--- src/rtl/core/probe_health_window_tracker_defines.svh ---
// Assertion helpers shared by the RTL.
`ifndef PROBE_HEALTH_WINDOW_TRACKER_DEFINES_SVH
`define PROBE_HEALTH_WINDOW_TRACKER_DEFINES_SVH

// same-cycle implication, sampled on the rising clock edge
`define PHWT_ASSERT_SAME(lbl, clk, rst, ante, cons, msg) \
   lbl: assert property (@(posedge clk) disable iff (rst) (ante) |-> (cons)) \
      else $error(msg);

// next-cycle implication
`define PHWT_ASSERT_NEXT(lbl, clk, rst, ante, cons, msg) \
   lbl: assert property (@(posedge clk) disable iff (rst) (ante) |=> (cons)) \
      else $error(msg);

`endif

--- src/rtl/core/phwt_pkg.sv ---
`timescale 1ns / 1ps
package phwt_pkg;

   localparam int CFG_W       = 7;
   localparam int STATUS_W    = 10;
   localparam int TIME_W      = 24;
   localparam int RATE_W      = 3;
   localparam int FLAGS_W     = 7;
   localparam int COUNT_W     = 7;
   localparam int BITMAP_W    = 64;
   localparam int NUM_EVENTS  = 6;
   localparam int CHUNK_BITS  = 16;
   localparam int RECIP_SHIFT = 27;
   localparam int RECIP_W     = 28;
   localparam int PROD_W      = TIME_W + RECIP_W;

   localparam logic [CFG_W-1:0]    DEF_WINDOW    = 7'd8;
   localparam logic [CFG_W-1:0]    DEF_THRESHOLD = 7'd3;
   localparam logic [CFG_W-1:0]    DEF_INITIAL   = 7'd2;
   localparam logic [STATUS_W-1:0] DEF_STATUS    = 10'd200;

   typedef struct packed {
      logic                operation;
      logic                connected_ipv4;
      logic                connected_ipv6;
      logic                send_ok;
      logic                send_error;
      logic                recv_ok;
      logic                recv_error;
      logic                status_valid;
      logic [STATUS_W-1:0] status_code;
      logic [TIME_W-1:0]   response_time;
   } req_type;

   typedef struct packed {
      logic [COUNT_W-1:0]  good_count;
      logic                healthy;
      logic [1:0]          transition;
      logic [TIME_W-1:0]   average_time;
      logic [BITMAP_W-1:0] happy_bits;
      logic [FLAGS_W-1:0]  newest_flags;
   } rsp_type;

   typedef enum logic [1:0] {
      REG_WINDOW_SIZE,
      REG_GOOD_THRESHOLD,
      REG_INITIAL_GOOD,
      REG_EXPECTED_STATUS
   } csr_index_type;

   typedef enum logic [1:0] {
      TR_STILL_HEALTHY,
      TR_BACK_HEALTHY,
      TR_WENT_SICK,
      TR_STILL_SICK
   } transition_type;

   localparam logic OP_PROBE   = 1'b0;
   localparam logic OP_RESTART = 1'b1;

   // microprogram
   typedef logic [1:0] step_type;
   localparam step_type STEP_WAIT  = 2'd0;
   localparam step_type STEP_COUNT = 2'd1;
   localparam step_type STEP_EMIT  = 2'd2;

   typedef enum logic [1:0] {
      COND_JUMP,
      COND_WAIT_REQ,
      COND_LOOP,
      COND_HOLD_OUT
   } cond_type;

   typedef struct packed {
      cond_type cond;
      step_type target;
      logic     exec;
      logic     acc;
      logic     emit;
   } uword_type;

   typedef struct packed {
      logic req_valid;
      logic last_chunk;
      logic out_busy;
   } status_type;

   typedef struct packed {
      logic take_req;
      logic exec;
      logic acc;
      logic emit;
   } ctrl_type;

   function automatic uword_type ucode(step_type step);
      uword_type w;
      w = '{cond: COND_JUMP, target: STEP_WAIT, exec: 1'b0, acc: 1'b0, emit: 1'b0};
      unique case (step)
         STEP_WAIT: begin
            w = '{cond: COND_WAIT_REQ, target: STEP_WAIT, exec: 1'b1, acc: 1'b0, emit: 1'b0};
         end
         STEP_COUNT: begin
            w = '{cond: COND_LOOP, target: STEP_COUNT, exec: 1'b0, acc: 1'b1, emit: 1'b0};
         end
         STEP_EMIT: begin
            w = '{cond: COND_HOLD_OUT, target: STEP_WAIT, exec: 1'b0, acc: 1'b0, emit: 1'b1};
         end
         default: begin
            w = '{cond: COND_JUMP, target: STEP_WAIT, exec: 1'b0, acc: 1'b0, emit: 1'b0};
         end
      endcase
      return w;
   endfunction

   // floor(2^27 / rate) + 1: exact floor quotient for 24-bit dividends
   function automatic logic [RECIP_W-1:0] recip(logic [RATE_W-1:0] rate);
      logic [RECIP_W-1:0] r;
      r = 28'd134217729;
      case (rate)
         3'd0:    r = 28'd134217729;
         3'd1:    r = 28'd134217729;
         3'd2:    r = 28'd67108865;
         3'd3:    r = 28'd44739243;
         3'd4:    r = 28'd33554433;
         3'd5:    r = 28'd26843546;
         3'd6:    r = 28'd22369622;
         3'd7:    r = 28'd19173962;
         default: r = 28'd134217729;
      endcase
      return r;
   endfunction

endpackage

--- src/rtl/core/phwt_seq.sv ---
`timescale 1ns / 1ps
module phwt_seq (
   input  logic                  clock,
   input  logic                  reset,
   input  phwt_pkg::status_type  status,
   output phwt_pkg::ctrl_type    ctrl
);

   phwt_pkg::step_type  step_ff;
   phwt_pkg::step_type  step_in;
   phwt_pkg::uword_type word;
   logic                go;

   always_comb begin
      word    = phwt_pkg::ucode(step_ff);
      go      = 1'b0;
      step_in = step_ff;
      unique case (word.cond)
         phwt_pkg::COND_JUMP: begin
            go      = 1'b1;
            step_in = word.target;
         end
         phwt_pkg::COND_WAIT_REQ: begin
            if (status.req_valid) begin
               go      = 1'b1;
               step_in = step_ff + 2'd1;
            end
         end
         phwt_pkg::COND_LOOP: begin
            go      = 1'b1;
            step_in = status.last_chunk ? step_ff + 2'd1 : word.target;
         end
         phwt_pkg::COND_HOLD_OUT: begin
            if (!status.out_busy) begin
               go      = 1'b1;
               step_in = word.target;
            end
         end
      endcase
      ctrl.take_req = (word.cond == phwt_pkg::COND_WAIT_REQ);
      ctrl.exec     = word.exec & go;
      ctrl.acc      = word.acc & go;
      ctrl.emit     = word.emit & go;
   end

   always_ff @(posedge clock) begin
      if (reset) begin
         step_ff <= phwt_pkg::STEP_WAIT;
      end else begin
         step_ff <= step_in;
      end
   end

endmodule

--- src/rtl/core/probe_health_window_tracker.sv ---
// Channel  Dir  Beat                 Handshake
// req_     in   phwt_pkg::req_type   req_valid / req_stall
// rsp_     out  phwt_pkg::rsp_type   rsp_valid / rsp_stall
// csr_     in   csr_wdata (10 bits)  csr_we, csr_index
//
// The update lands at the accept edge, then the sequencer takes one step per 16-bit
// slice of the window popcount, then emits the result. The next beat is taken only
// in the wait step, so no new beat is accepted until the current item is emitted.
// rsp_stall holds the result register and keeps the sequencer in its emit step.
// Reset is synchronous, req_stall is high during it; happy history comes up as 3.
`timescale 1ns / 1ps
`include "probe_health_window_tracker_defines.svh"
module probe_health_window_tracker #(
   parameter int HISTORY_BITS = 64,
   parameter int MAX_RATE     = 4
) (
   input  logic                               clock,
   input  logic                               reset,
   input  logic                               req_valid,
   output logic                               req_stall,
   input  phwt_pkg::req_type                  req_data,
   output logic                               rsp_valid,
   input  logic                               rsp_stall,
   output phwt_pkg::rsp_type                  rsp_data,
   input  logic                               csr_we,
   input  logic [1:0]                         csr_index,
   input  logic [phwt_pkg::STATUS_W-1:0]      csr_wdata
);

   localparam int NUM_CHUNKS = (HISTORY_BITS + phwt_pkg::CHUNK_BITS - 1) / phwt_pkg::CHUNK_BITS;
   localparam int PAD_BITS   = NUM_CHUNKS * phwt_pkg::CHUNK_BITS;
   localparam int CHUNK_W    = (NUM_CHUNKS > 1) ? $clog2(NUM_CHUNKS) : 1;
   localparam int IDX_W      = $clog2(PAD_BITS) + 1;
   localparam int RATE_RST   = (MAX_RATE < 4) ? MAX_RATE : 4;
   localparam logic [phwt_pkg::RATE_W-1:0] RATE_MAX   = phwt_pkg::RATE_W'(MAX_RATE);
   localparam logic [phwt_pkg::RATE_W-1:0] RATE_RESET = phwt_pkg::RATE_W'(RATE_RST);
   localparam logic [phwt_pkg::CFG_W-1:0]  HIST_LIM   = phwt_pkg::CFG_W'(HISTORY_BITS);
   localparam logic [HISTORY_BITS-1:0]     HIST_RESET = HISTORY_BITS'(3);
   localparam logic [CHUNK_W-1:0]          LAST_CHUNK = CHUNK_W'(NUM_CHUNKS - 1);

   // configuration
   logic [phwt_pkg::CFG_W-1:0]    window_ff, window_in;
   logic [phwt_pkg::CFG_W-1:0]    threshold_ff, threshold_in;
   logic [phwt_pkg::CFG_W-1:0]    initial_ff, initial_in;
   logic [phwt_pkg::STATUS_W-1:0] expected_ff, expected_in;

   // tracker state
   logic [HISTORY_BITS-1:0]          hist_ff, hist_in;
   logic [HISTORY_BITS-1:0]          ev_ff [phwt_pkg::NUM_EVENTS];
   logic [HISTORY_BITS-1:0]          ev_in [phwt_pkg::NUM_EVENTS];
   logic [phwt_pkg::RATE_W-1:0]      rate_ff, rate_in;
   logic [phwt_pkg::TIME_W-1:0]      avg_ff, avg_in;
   logic                             flag_ff, flag_in;

   // per-item working registers
   logic [phwt_pkg::PROD_W-1:0]      prod_ff, prod_in;
   logic                             neg_ff, neg_in;
   logic                             happy_ff, happy_in;
   logic                             still_ff, still_in;
   logic [phwt_pkg::FLAGS_W-1:0]     newest_ff, newest_in;
   logic [phwt_pkg::COUNT_W-1:0]     cnt_ff, cnt_in;
   logic [CHUNK_W-1:0]               chunk_ff, chunk_in;

   // result register
   logic                             rsp_valid_ff, rsp_valid_in;
   phwt_pkg::rsp_type                rsp_data_ff, rsp_data_in;

   phwt_pkg::status_type             status;
   phwt_pkg::ctrl_type               ctrl;

   logic [phwt_pkg::CFG_W-1:0]       eff_window, eff_thr, ini;
   logic [phwt_pkg::STATUS_W-1:0]    eff_status;
   logic [HISTORY_BITS-1:0]          preload;
   logic [phwt_pkg::CFG_W:0]         ini_dbl;
   logic [phwt_pkg::RATE_W-1:0]      rate_restart, rate_inc;
   logic                             happy;
   logic [phwt_pkg::NUM_EVENTS-1:0]  ev_bits;
   logic [phwt_pkg::TIME_W:0]        diff, diff_neg;
   logic [phwt_pkg::TIME_W-1:0]      mag, quot, avg_next;
   logic [PAD_BITS-1:0]              padded;
   logic [phwt_pkg::CHUNK_BITS-1:0]  slice, live;
   logic [IDX_W-1:0]                 pos;
   logic [2:0]                       part [4];
   logic [4:0]                       pop;
   logic                             now, prev;
   logic [1:0]                       tr;

   phwt_seq u_seq (
      .clock  (clock),
      .reset  (reset),
      .status (status),
      .ctrl   (ctrl)
   );

   assign status.req_valid  = req_valid;
   assign status.last_chunk = (chunk_ff == LAST_CHUNK);
   assign status.out_busy   = rsp_valid_ff & rsp_stall;

   assign req_stall = ~ctrl.take_req | reset;
   assign rsp_valid = rsp_valid_ff;
   assign rsp_data  = rsp_data_ff;

   // effective settings and per-item terms
   always_comb begin
      eff_window = (window_ff == '0) ? phwt_pkg::DEF_WINDOW : window_ff;
      if (eff_window > HIST_LIM) begin
         eff_window = HIST_LIM;
      end
      eff_thr    = (threshold_ff == '0) ? phwt_pkg::DEF_THRESHOLD : threshold_ff;
      eff_status = (expected_ff == '0) ? phwt_pkg::DEF_STATUS : expected_ff;
      ini        = (initial_ff > eff_thr) ? eff_thr : initial_ff;
      for (int i = 0; i < HISTORY_BITS; i++) begin
         preload[i] = (phwt_pkg::CFG_W'(i) < ini);
      end
      ini_dbl      = {ini, 1'b0};
      rate_restart = (ini_dbl > (phwt_pkg::CFG_W + 1)'(MAX_RATE)) ? RATE_MAX
                                                                   : ini_dbl[phwt_pkg::RATE_W-1:0];
      rate_inc     = (rate_ff < RATE_MAX) ? rate_ff + 3'd1 : rate_ff;

      happy   = req_data.recv_ok & req_data.status_valid & (req_data.status_code == eff_status);
      ev_bits = {req_data.recv_ok, req_data.recv_error, req_data.send_ok,
                 req_data.send_error, req_data.connected_ipv6, req_data.connected_ipv4};

      diff     = {1'b0, req_data.response_time} - {1'b0, avg_ff};
      diff_neg = '0 - diff;
      mag      = diff[phwt_pkg::TIME_W] ? diff_neg[phwt_pkg::TIME_W-1:0]
                                        : diff[phwt_pkg::TIME_W-1:0];
      prod_in  = mag * phwt_pkg::recip(rate_inc);
   end

   // one 16-bit slice of the windowed popcount
   always_comb begin
      padded = PAD_BITS'(hist_ff);
      slice  = padded[chunk_ff * phwt_pkg::CHUNK_BITS +: phwt_pkg::CHUNK_BITS];
      pos    = '0;
      for (int j = 0; j < phwt_pkg::CHUNK_BITS; j++) begin
         pos     = IDX_W'(chunk_ff) * IDX_W'(phwt_pkg::CHUNK_BITS) + IDX_W'(j);
         live[j] = slice[j] & (8'(pos) < 8'(eff_window));
      end
      for (int g = 0; g < 4; g++) begin
         part[g] = '0;
         for (int b = 0; b < 4; b++) begin
            part[g] = part[g] + 3'(live[4 * g + b]);
         end
      end
      pop = 5'(part[0]) + 5'(part[1]) + 5'(part[2]) + 5'(part[3]);
   end

   // health and average at emit
   always_comb begin
      now      = (cnt_ff >= eff_thr);
      prev     = still_ff ? now : flag_ff;
      if (now) begin
         tr = prev ? phwt_pkg::TR_STILL_HEALTHY : phwt_pkg::TR_BACK_HEALTHY;
      end else begin
         tr = prev ? phwt_pkg::TR_WENT_SICK : phwt_pkg::TR_STILL_SICK;
      end
      quot     = prod_ff[phwt_pkg::RECIP_SHIFT +: phwt_pkg::TIME_W];
      avg_next = avg_ff;
      if (happy_ff) begin
         avg_next = neg_ff ? avg_ff - quot : avg_ff + quot;
      end
   end

   always_comb begin
      window_in    = window_ff;
      threshold_in = threshold_ff;
      initial_in   = initial_ff;
      expected_in  = expected_ff;
      hist_in      = hist_ff;
      ev_in        = ev_ff;
      rate_in      = rate_ff;
      avg_in       = avg_ff;
      flag_in      = flag_ff;
      neg_in       = neg_ff;
      happy_in     = happy_ff;
      still_in     = still_ff;
      newest_in    = newest_ff;
      cnt_in       = cnt_ff;
      chunk_in     = chunk_ff;
      rsp_valid_in = rsp_valid_ff;
      rsp_data_in  = rsp_data_ff;

      if (csr_we) begin
         unique case (csr_index)
            phwt_pkg::REG_WINDOW_SIZE:     window_in    = csr_wdata[phwt_pkg::CFG_W-1:0];
            phwt_pkg::REG_GOOD_THRESHOLD:  threshold_in = csr_wdata[phwt_pkg::CFG_W-1:0];
            phwt_pkg::REG_INITIAL_GOOD:    initial_in   = csr_wdata[phwt_pkg::CFG_W-1:0];
            phwt_pkg::REG_EXPECTED_STATUS: expected_in  = csr_wdata;
            default: ;
         endcase
      end

      if (ctrl.exec) begin
         cnt_in   = '0;
         chunk_in = '0;
         if (req_data.operation == phwt_pkg::OP_RESTART) begin
            hist_in = preload;
            for (int k = 0; k < phwt_pkg::NUM_EVENTS; k++) begin
               ev_in[k] = '0;
            end
            avg_in    = '0;
            rate_in   = rate_restart;
            happy_in  = 1'b0;
            neg_in    = 1'b0;
            still_in  = (ini != '0);
            newest_in = {(ini != '0), 6'b0};
         end else begin
            hist_in = {hist_ff[HISTORY_BITS-2:0], happy};
            for (int k = 0; k < phwt_pkg::NUM_EVENTS; k++) begin
               ev_in[k] = {ev_ff[k][HISTORY_BITS-2:0], ev_bits[k]};
            end
            if (happy) begin
               rate_in = rate_inc;
            end
            happy_in  = happy;
            neg_in    = diff[phwt_pkg::TIME_W];
            still_in  = 1'b0;
            newest_in = {happy, ev_bits};
         end
      end

      if (ctrl.acc) begin
         cnt_in   = cnt_ff + phwt_pkg::COUNT_W'(pop);
         chunk_in = chunk_ff + CHUNK_W'(1);
      end

      if (rsp_valid_ff && !rsp_stall) begin
         rsp_valid_in = 1'b0;
      end
      if (ctrl.emit) begin
         avg_in                   = avg_next;
         flag_in                  = now;
         rsp_valid_in             = 1'b1;
         rsp_data_in.good_count   = cnt_ff;
         rsp_data_in.healthy      = now;
         rsp_data_in.transition   = tr;
         rsp_data_in.average_time = avg_next;
         rsp_data_in.happy_bits   = phwt_pkg::BITMAP_W'(hist_ff);
         rsp_data_in.newest_flags = newest_ff;
      end
   end

   always_ff @(posedge clock) begin
      if (reset) begin
         window_ff    <= phwt_pkg::DEF_WINDOW;
         threshold_ff <= phwt_pkg::DEF_THRESHOLD;
         initial_ff   <= phwt_pkg::DEF_INITIAL;
         expected_ff  <= phwt_pkg::DEF_STATUS;
         hist_ff      <= HIST_RESET;
         for (int k = 0; k < phwt_pkg::NUM_EVENTS; k++) begin
            ev_ff[k] <= '0;
         end
         rate_ff      <= RATE_RESET;
         avg_ff       <= '0;
         flag_ff      <= 1'b0;
         happy_ff     <= 1'b0;
         still_ff     <= 1'b0;
         cnt_ff       <= '0;
         chunk_ff     <= '0;
         rsp_valid_ff <= 1'b0;
      end else begin
         window_ff    <= window_in;
         threshold_ff <= threshold_in;
         initial_ff   <= initial_in;
         expected_ff  <= expected_in;
         hist_ff      <= hist_in;
         ev_ff        <= ev_in;
         rate_ff      <= rate_in;
         avg_ff       <= avg_in;
         flag_ff      <= flag_in;
         happy_ff     <= happy_in;
         still_ff     <= still_in;
         cnt_ff       <= cnt_in;
         chunk_ff     <= chunk_in;
         rsp_valid_ff <= rsp_valid_in;
      end
   end

   always_ff @(posedge clock) begin
      if (ctrl.exec) begin
         prod_ff <= prod_in;
      end
      neg_ff      <= neg_in;
      newest_ff   <= newest_in;
      rsp_data_ff <= rsp_data_in;
   end

   `PHWT_ASSERT_NEXT(a_one_beat_per_item, clock, reset, req_valid && !req_stall, req_stall, "sequencer took a second beat before finishing the item")
   `PHWT_ASSERT_SAME(a_count_in_range, clock, reset, rsp_valid, rsp_data.good_count <= phwt_pkg::COUNT_W'(HISTORY_BITS), "good count exceeds history depth")
   `PHWT_ASSERT_SAME(a_flag_matches_transition, clock, reset, rsp_valid, rsp_data.healthy == ((rsp_data.transition == phwt_pkg::TR_STILL_HEALTHY) || (rsp_data.transition == phwt_pkg::TR_BACK_HEALTHY)), "healthy flag disagrees with transition kind")

endmodule

--- config.mk ---
export PLATFORM = sky130hd
export DESIGN_NAME = probe_health_window_tracker
export DESIGN_NICKNAME = d
export VERILOG_FILES = /design/src/rtl/core/phwt_pkg.sv /design/src/rtl/core/phwt_seq.sv /design/src/rtl/core/probe_health_window_tracker.sv
export VERILOG_INCLUDE_DIRS = /design/src /design/src/rtl/core
export SDC_FILE = /design/constraint.sdc
export NUM_CORES = 2
export LEC_CHECK = 0
export BUFFER_PORTS_ARGS = -buffer_cell sky130_fd_sc_hd__buf_2
export CAP_MARGIN = 15
export CORE_ASPECT_RATIO = 1.1
export CORE_MARGIN = 2
export CORE_UTILIZATION = 50
export CTS_BUF_LIST = sky130_fd_sc_hd__clkbuf_16
export DETAILED_ROUTE_END_ITERATION = 12
export GPL_TIMING_DRIVEN = 0
export MAX_ROUTING_LAYER = met4
export PLACE_DENSITY = 0.74
export SLEW_MARGIN = 20
export SYNTH_ARGS = -nofsm -noshare
export SYNTH_HDL_FRONTEND = slang
export SYNTH_HIERARCHICAL = 1
export SYNTH_SLANG_ARGS = --single-unit
--- constraint.sdc ---
create_clock -name clock -period 12.8 [get_ports clock]
set_clock_uncertainty 0.15 [all_clocks]
set_input_delay 0.64 -clock clock [delete_from_list [all_inputs] [get_ports clock]]
set_output_delay 0.64 -clock clock [all_outputs]
set_load 0.005 [all_outputs]
# [After elaboration in Yosys (flattened, before gate mapping)]
# Memories as Yosys holds them, arrays and structs flattened.
# Index checks and enable logic that the tools add are counted.
[totals] romBits=224 out_inout_bits=107 register_bits=301 memories=1 elab_cells=245 input_bits=59
[op_classes] n_mux=37 bitwise_logic=24 n_reduce_logical=22 n_lt_le_gt_ge=85 eq_ne=12 n_addsub=38 multipliers=1 shift=1
[mem_list] memory="(no name shown)" depth=8 word_bits=28 read_ports=1 rd_ports_with_merged_regs=0 write_ports=0 line_no="phwt_pkg.sv:119" rtl="case (rate)"
[op_table] operator="6-bit by 7-bit less-than comparator with 1-bit output (first input constant)" count=32
[op_table] operator="24-bit two-way mux" count=6
[op_table] operator="5-bit by 7-bit less-than comparator with 1-bit output (first input constant)" count=16
[op_table] operator="7-bit less-than comparator" count=15
[op_table] operator="64-bit two-way mux" count=1
[op_table] operator="64-bit by 7-bit indexed part select with 16-bit output" count=1
[op_table] operator="6-bit by 4-bit adder with 7-bit output (second input constant)" count=8
[op_table] operator="4-bit by 7-bit less-than comparator with 1-bit output (first input constant)" count=8
[op_table] operator="24-bit by 28-bit multiplier with 51-bit output" count=1
[op_table] operator="7-bit two-way mux" count=7
[op_table] operator="6-bit by 3-bit adder with 7-bit output (second input constant)" count=4
[op_table] operator="3-bit by 7-bit less-than comparator with 1-bit output (first input constant)" count=4
[op_table] operator="24-bit by 24-bit subtractor with 25-bit output" count=1
[op_table] operator="24-bit adder" count=1
[op_table] operator="1-bit by 24-bit subtractor with 24-bit output (first input constant)" count=1
[op_table] operator="24-bit subtractor" count=1
[op_table] operator="1-bit AND" count=22
[op_table] operator="7-bit one-hot mux with 3 select lines" count=1
[op_table] operator="6-bit by 2-bit adder with 7-bit output (second input constant)" count=2
[op_table] operator="7-bit zero test" count=2
[op_table] operator="1-bit by 7-bit less-than comparator with 1-bit output (first input constant)" count=2
[op_table] operator="2-bit by 7-bit less-than comparator with 1-bit output (first input constant)" count=2
[op_table] operator="2-bit AND reduction" count=7
[op_table] operator="2-bit by 1-bit adder with 3-bit output" count=4
[op_table] operator="other kinds (34)" count=71

# [Longest topological paths before layout]
[logic_depth] depth_word=14 depth_mapped=42

# [By module]
# The synthesis kept the hierarchy.
[modules_own_cells] mod="probe_health_window_tracker" n_inst=1 cells_each=3342 area_each_um2=31811.8 seq_area_each_um2=6816.5
[modules_own_cells] mod="phwt_seq" n_inst=1 cells_each=29 area_each_um2=250.2 seq_area_each_um2=40.0

# [Worst setup path before layout]
# Ideal clock, no wire load.
[synth_timing] path_type="input to register" startpoint="in req_data[0] (netlist name)" endpoint="reg prod_ff[50] (netlist name), data pin" stages=37 path_slack_ps=1423 path_buffers=0 t_arrival_ps=10960 setup_ps=268 required_time_ps=12382 path_cell_list="inv_1 -> ha_1 -> inv_1 -> fa_1 -> a21oi_1 -> o21ai_0 -> a21oi_1 -> xor2_1 -> nand4_1 -> or3b_1 -> or4_1 -> or3b_4 -> o31ai_4 -> xor2_2 -> nor2_1 -> fa_1 -> fa_1 -> fa_1 -> fa_1 -> fa_1 -> fa_1 -> inv_1 -> fa_1 -> inv_1 -> ha_1 -> a21o_1 -> a21o_1 -> a21o_1 -> a2111oi_0 -> o31ai_1 -> a21o_1 -> a21o_1 -> a31o_4 -> o2111a_2 -> a31o_1 -> a21o_1 -> xnor3_1"
[synth_between] elab_chain_cells=4
[synth_lines] item="start, declared" line_no="probe_health_window_tracker.sv:21" rtl="input phwt_pkg::req_type req_data,"
[synth_lines] item="24-bit by 24-bit subtractor with 25-bit output *" line_no="probe_health_window_tracker.sv:124" rtl="diff = {1'b0, req_data.response_time} - {1'b0, avg_ff};"
[synth_lines] item="1-bit by 24-bit subtractor with 24-bit output" line_no="probe_health_window_tracker.sv:125" rtl="diff_neg = '0 - diff;"
[synth_lines] item="24-bit two-way mux *" line_no="probe_health_window_tracker.sv:126" rtl="mag = diff[phwt_pkg::TIME_W] ? diff_neg[phwt_pkg::TIME_W-1:0]"
[synth_lines] item="24-bit by 28-bit multiplier with 51-bit output *" line_no="probe_health_window_tracker.sv:128" rtl="prod_in = mag * phwt_pkg::recip(rate_inc);"
[synth_lines] item="via prod_in, one bit" line_no="probe_health_window_tracker.sv:56" rtl="logic [phwt_pkg::PROD_W-1:0] prod_ff, prod_in;"
[synth_lines] item="end signal, assigned" line_no="probe_health_window_tracker.sv:282" rtl="prod_ff <= prod_in;"
[synth_lines] item="end, declared" line_no="probe_health_window_tracker.sv:56"
# Mark *: on every way through the listed nets, which the timed path passes. The rest lies on a longest branch.
# A chain may end at the register's enable or synchronous reset.

# [Worst setup path in the final report]
[layout_timing] startpoint="reg avg_ff[0] (netlist name)" endpoint="reg prod_ff[50] (netlist name), data pin"
[layout_between] elab_chain_cells=4
[layout_lines] item="start, declared" line_no="probe_health_window_tracker.sv:52" rtl="logic [phwt_pkg::TIME_W-1:0] avg_ff, avg_in;"
[layout_lines] item="start signal, assigned" line_no="probe_health_window_tracker.sv:270" rtl="avg_ff <= avg_in;"
[layout_lines] item="24-bit by 24-bit subtractor with 25-bit output *" line_no="probe_health_window_tracker.sv:124"
[layout_lines] item="1-bit by 24-bit subtractor with 24-bit output" line_no="probe_health_window_tracker.sv:125"
[layout_lines] item="24-bit two-way mux *" line_no="probe_health_window_tracker.sv:126"
[layout_lines] item="24-bit by 28-bit multiplier with 51-bit output *" line_no="probe_health_window_tracker.sv:128"
[layout_lines] item="via prod_in, one bit" line_no="probe_health_window_tracker.sv:56"
# Marked as above.

==> flow_summary_export.csv <==
group,metric,value,unit
pwr,p_sw_frac,0.500,
pwr,p_switching,2.98,mW
drt,ant_nets,0,
finish,syn_to_final_growth,9.00,%
clock_tree,cts_tree,"yes",
global_route,grtUsageTotal,0.321,
timing,finalHoldViolations,0,
drt,wl_met2,46.9,mm
clock_tree,cts.sinks,274,
yosys,yosysTopAreaCellShare,0.302,
finish,multi_input_area,22400,um2
worst_setup_path,cp_num_buf_inv,3,
pwr,power.total,5.97,mW
finish,drive_gt1_frac,0.0862,
worst_setup_path,crit_family,"adder cells",
worst_setup_path,slowest_delay,730,ps
yosys,synth_area,32100,um2
yosys,synth_edf_count,137,
finish,nNetsFinal,4364,
pwr,p_int,2.99,mW
job,max_cap_viol_count,0,
worst_setup_path,arrival,12570,ps
floorplan,top_level_ports,166,
placement,dp_hpwl,84.8,mm
worst_setup_path,end_kind,"register",
timing,finalSetupViolations,0,
drt,drt-met1-wl,37.8,mm
min_path,hp-class,"input pin to register",
floorplan,die-area,66200,um2
pwr,vdd_drop_max,0.000211,V
yosys,ys_warn_count,6,
yosys,avgSynthCellArea,9.51,um2
pwr,p_leak,16.5,nW
pwr,p_comb_frac,0.672,
yosys,ys.flop_type,"edfxtp_1",
floorplan,dieWidth,245,um
yosys,synth_area_leaders,"fa_1 30%, edfxtp_1 13%, ha_1 10%",
global_route,grt_max_degree,63,
worst_setup_path,setup.worst_path.start_class,"register",
floorplan,core,63600,um2
floorplan,initial_core_util,0.504,
drt,wirelength,102,mm
yosys,yosysUniqueCellTypes,91,
worst_setup_path,crit_fanout,9,
timing,max_freq,80.4,MHz
yosys,synth_top_area_cell,"fa_1",
yosys,syn_inst,3371,
placement,gp_congestion,1.02,
worst_setup_path,crit_required,12930,ps
timing,slew_headroom,0.182,
pwr,clkPwrFrac,0.130,
timing,drv_slew,0,
drt,firstDrtPassIters,6,
timing,final.min_clock_period,12440,ps
global_route,antenna_found_initial,0,
global_route,grt_pass1_wl,154,mm
placement,io_buffers,164,
floorplan,fp-row-count,97,
timing,period_share,0.972,
clock_tree,insertion_delay,560,ps
finish,register_area,6860,um2
floorplan,die_h,270,um
worst_setup_path,path_class,"register to register",
worst_setup_path,path_common_cell,"fa_1",
drt,first_iter_violations,2010,
global_route,grt_overflow,0,
clock_tree,cts.clk_slew.worst_paths,70,ps
yosys,synth-seq-cells,274,
drt,wl_per_cell,23.0,um
yosys,ys_seq_area_frac,0.214,
run_status,status,"finished clean",
clock_tree,cts_hold_buf,0,
timing,setup_tns,0,ps
drt,vias,25188,
finish,fill_cells,5833,
yosys,synth_fp_nets,4170,
timing,worstMarginPinSlew,1230,ps
drt,routed.top_layer,"met4",
clock_tree,htreeDepth,1,
drt,drcViolationCount,0,
clock_tree,clockBufferDepth,3,
pwr,power.density,171,nW/um2
global_route,grt_pass1_vias,25707,
pwr,seqPwrFrac,0.198,
worst_setup_path,cp_slowest_cell,"fa_1",
drt,via_per_inst,5.69,
yosys,async_reset_ff_frac,0,
clock_tree,cts_root_buf,"clkbuf_16",
drt,met3WireLength,9.46,mm
clock_tree,cts_made_buffers,24,
-- power by group through the flow --
stage | Combinational, mW | Sequential (mW) | Clock [mW]
after floorplan | 2.65 | 1.16 | 0
after global placement | 3.81 | 1.20 | 0
after detailed placement | 3.87 | 1.20 | 0
after CTS | 3.94 | 1.18 | 0.782
after global routing | 4.51 | 1.19 | 0.813
final | 4.01 | 1.18 | 0.774
-- sequential cells by signal, summed over array words and instances, names as in the netlist --
name           cells
hist_ff           64
still_ff           1
happy_ff           1
flag_ff            1
u_seq/step_ff      2
window_ff          7
avg_ff            24
rate_ff            3
neg_ff             1
chunk_ff           2
rsp_valid          1
newest_ff          7
rsp_data         105
threshold_ff       7
cnt_ff             7
prod_ff           24
expected_ff       10
initial_ff         7
-- worst paths after layout --
path | from | end | slack, ps | cells after the start
worst min register to register | newest_ff[2] | rsp_data[2] | 270 | 0
worst max-delay path | avg_ff[0] | prod_ff[50] | 360 | 36
worst max register to register | avg_ff[0] | prod_ff[50] | 360 | 36
worst min-delay path | csr_wdata[8] | expected_ff[8] | 200 | 3
-- cell usage after synthesis, types with 5 or more instances --
cell type	number
and3b_1	5
a311oi_1	8
xor2_1	51
o21ai_0	95
nand4_1	16
edfxtp_1	137
buf_1	10
and2_1	11
a21o_1	53
nand3_1	28
xnor2_1	84
and3_1	11
a21oi_1	150
ha_1	256
nand2_1	215
or3_1	8
dfxtp_1	137
mux4_2	16
clkbuf_1	98
a211oi_1	46
nor2_1	402
a22oi_1	40
nor4_1	10
nor3_1	32
nor2b_1	27
inv_1	651
a31oi_1	16
o21ai_1	5
a211o_1	8
mux2i_1	29
o21bai_1	11
or4_1	5
o211ai_1	11
nor3b_1	7
or2_2	20
nand2b_1	52
o221ai_1	9
fa_1	484
nand3b_1	11
o21a_1	19
mux2_2	8
-- cell type report --
cell class / instances / area share
Clock inverter: 19 / 0.00562
Buffer: 113 / 0.0129
Antenna cell: 1 / 0.0000716
Clock buffer: 25 / 0.0179
Sequential cell: 274 / 0.196
Timing Repair Buffer: 168 / 0.0253
Tap cell: 841 / 0.0301
Inverter: 652 / 0.0700
Multi-Input combinational cell: 2332 / 0.642
-- cell usage in the layout, fill, tap and decap left out, types with 19 or more instances in the layout --
cell type / netlist / final
a211oi_1: 46 / 46
a21o_1: 53 / 53
a21oi_1: 150 / 150
a22oi_1: 40 / 40
buf_2: 1 / 165
clkbuf_1: 98 / 98
clkbuf_16: 0 / 25
dfxtp_1: 137 / 137
edfxtp_1: 137 / 137
fa_1: 484 / 484
ha_1: 256 / 256
inv_1: 651 / 651
mux2i_1: 29 / 29
nand2_1: 215 / 215
nand2b_1: 52 / 52
nand3_1: 28 / 28
nor2_1: 402 / 402
nor2b_1: 27 / 27
nor3_1: 32 / 31
o21a_1: 19 / 19
o21ai_0: 95 / 95
or2_2: 20 / 20
xnor2_1: 84 / 84
xor2_1: 51 / 46
-- kinds of logic after synthesis --
| family | count (synthesis) | share of synthesized area |
|---|---|---|
| AND/OR/NAND/NOR | 878 | 0.123 |
| buffers and inverters | 765 | 0.0904 |
| adder cells (fa/ha/maj) | 740 | 0.402 |
| AO/OA/AOI/OAI | 521 | 0.108 |
| flip-flops | 274 | 0.214 |
| XOR/XNOR | 138 | 0.0386 |
| multiplexers | 55 | 0.0240 |
-- per-stage QoR --
stage | worst slack (ps) | utilization | instance area [um2] | hold slack (ps) | std cells
floorplan | 1420 | - | 32100 | 250 | 3371
global placement | -1050 | 0.534 | 33900 | 251 | 4376
global route | -29.2 | 0.550 | 34900 | 194 | 4424
CTS | 58.5 | 0.548 | 34900 | 185 | 4422
finish | 363 | 0.550 | 34900 | 200 | 4425
detailed placement | -704 | 0.535 | 34000 | 255 | 4378
-- worst reg2reg max path: cells and delay by family (launching register included) --
family,cells,cell delay [ps]
AO/OA/AOI/OAI,15,3550
XOR/XNOR,3,1090
buffers and inverters,3,140
AND/OR/NAND/NOR,5,1820
adder cells (fa/ha/maj),10,4890
flip-flops,1,520
-- layer usage --
| layer | vias up | GRT usage |
|---|---|---|
| met5 | - | - |
| met4 | 0 | 0.192 |
| met3 | 352 | 0.0631 |
| met2 | 1321 | 0.497 |
| met1 | 12272 | 0.390 |
| li1 | 11243 | - |
-- repair_timing --
item	4_1_cts	5_1_grt
pin swaps	0	2
endpoints found under the setup margin	11	14
buffers inserted	0	2
resized for setup	3	7
Note: power is estimated with default switching activity, not from simulation.
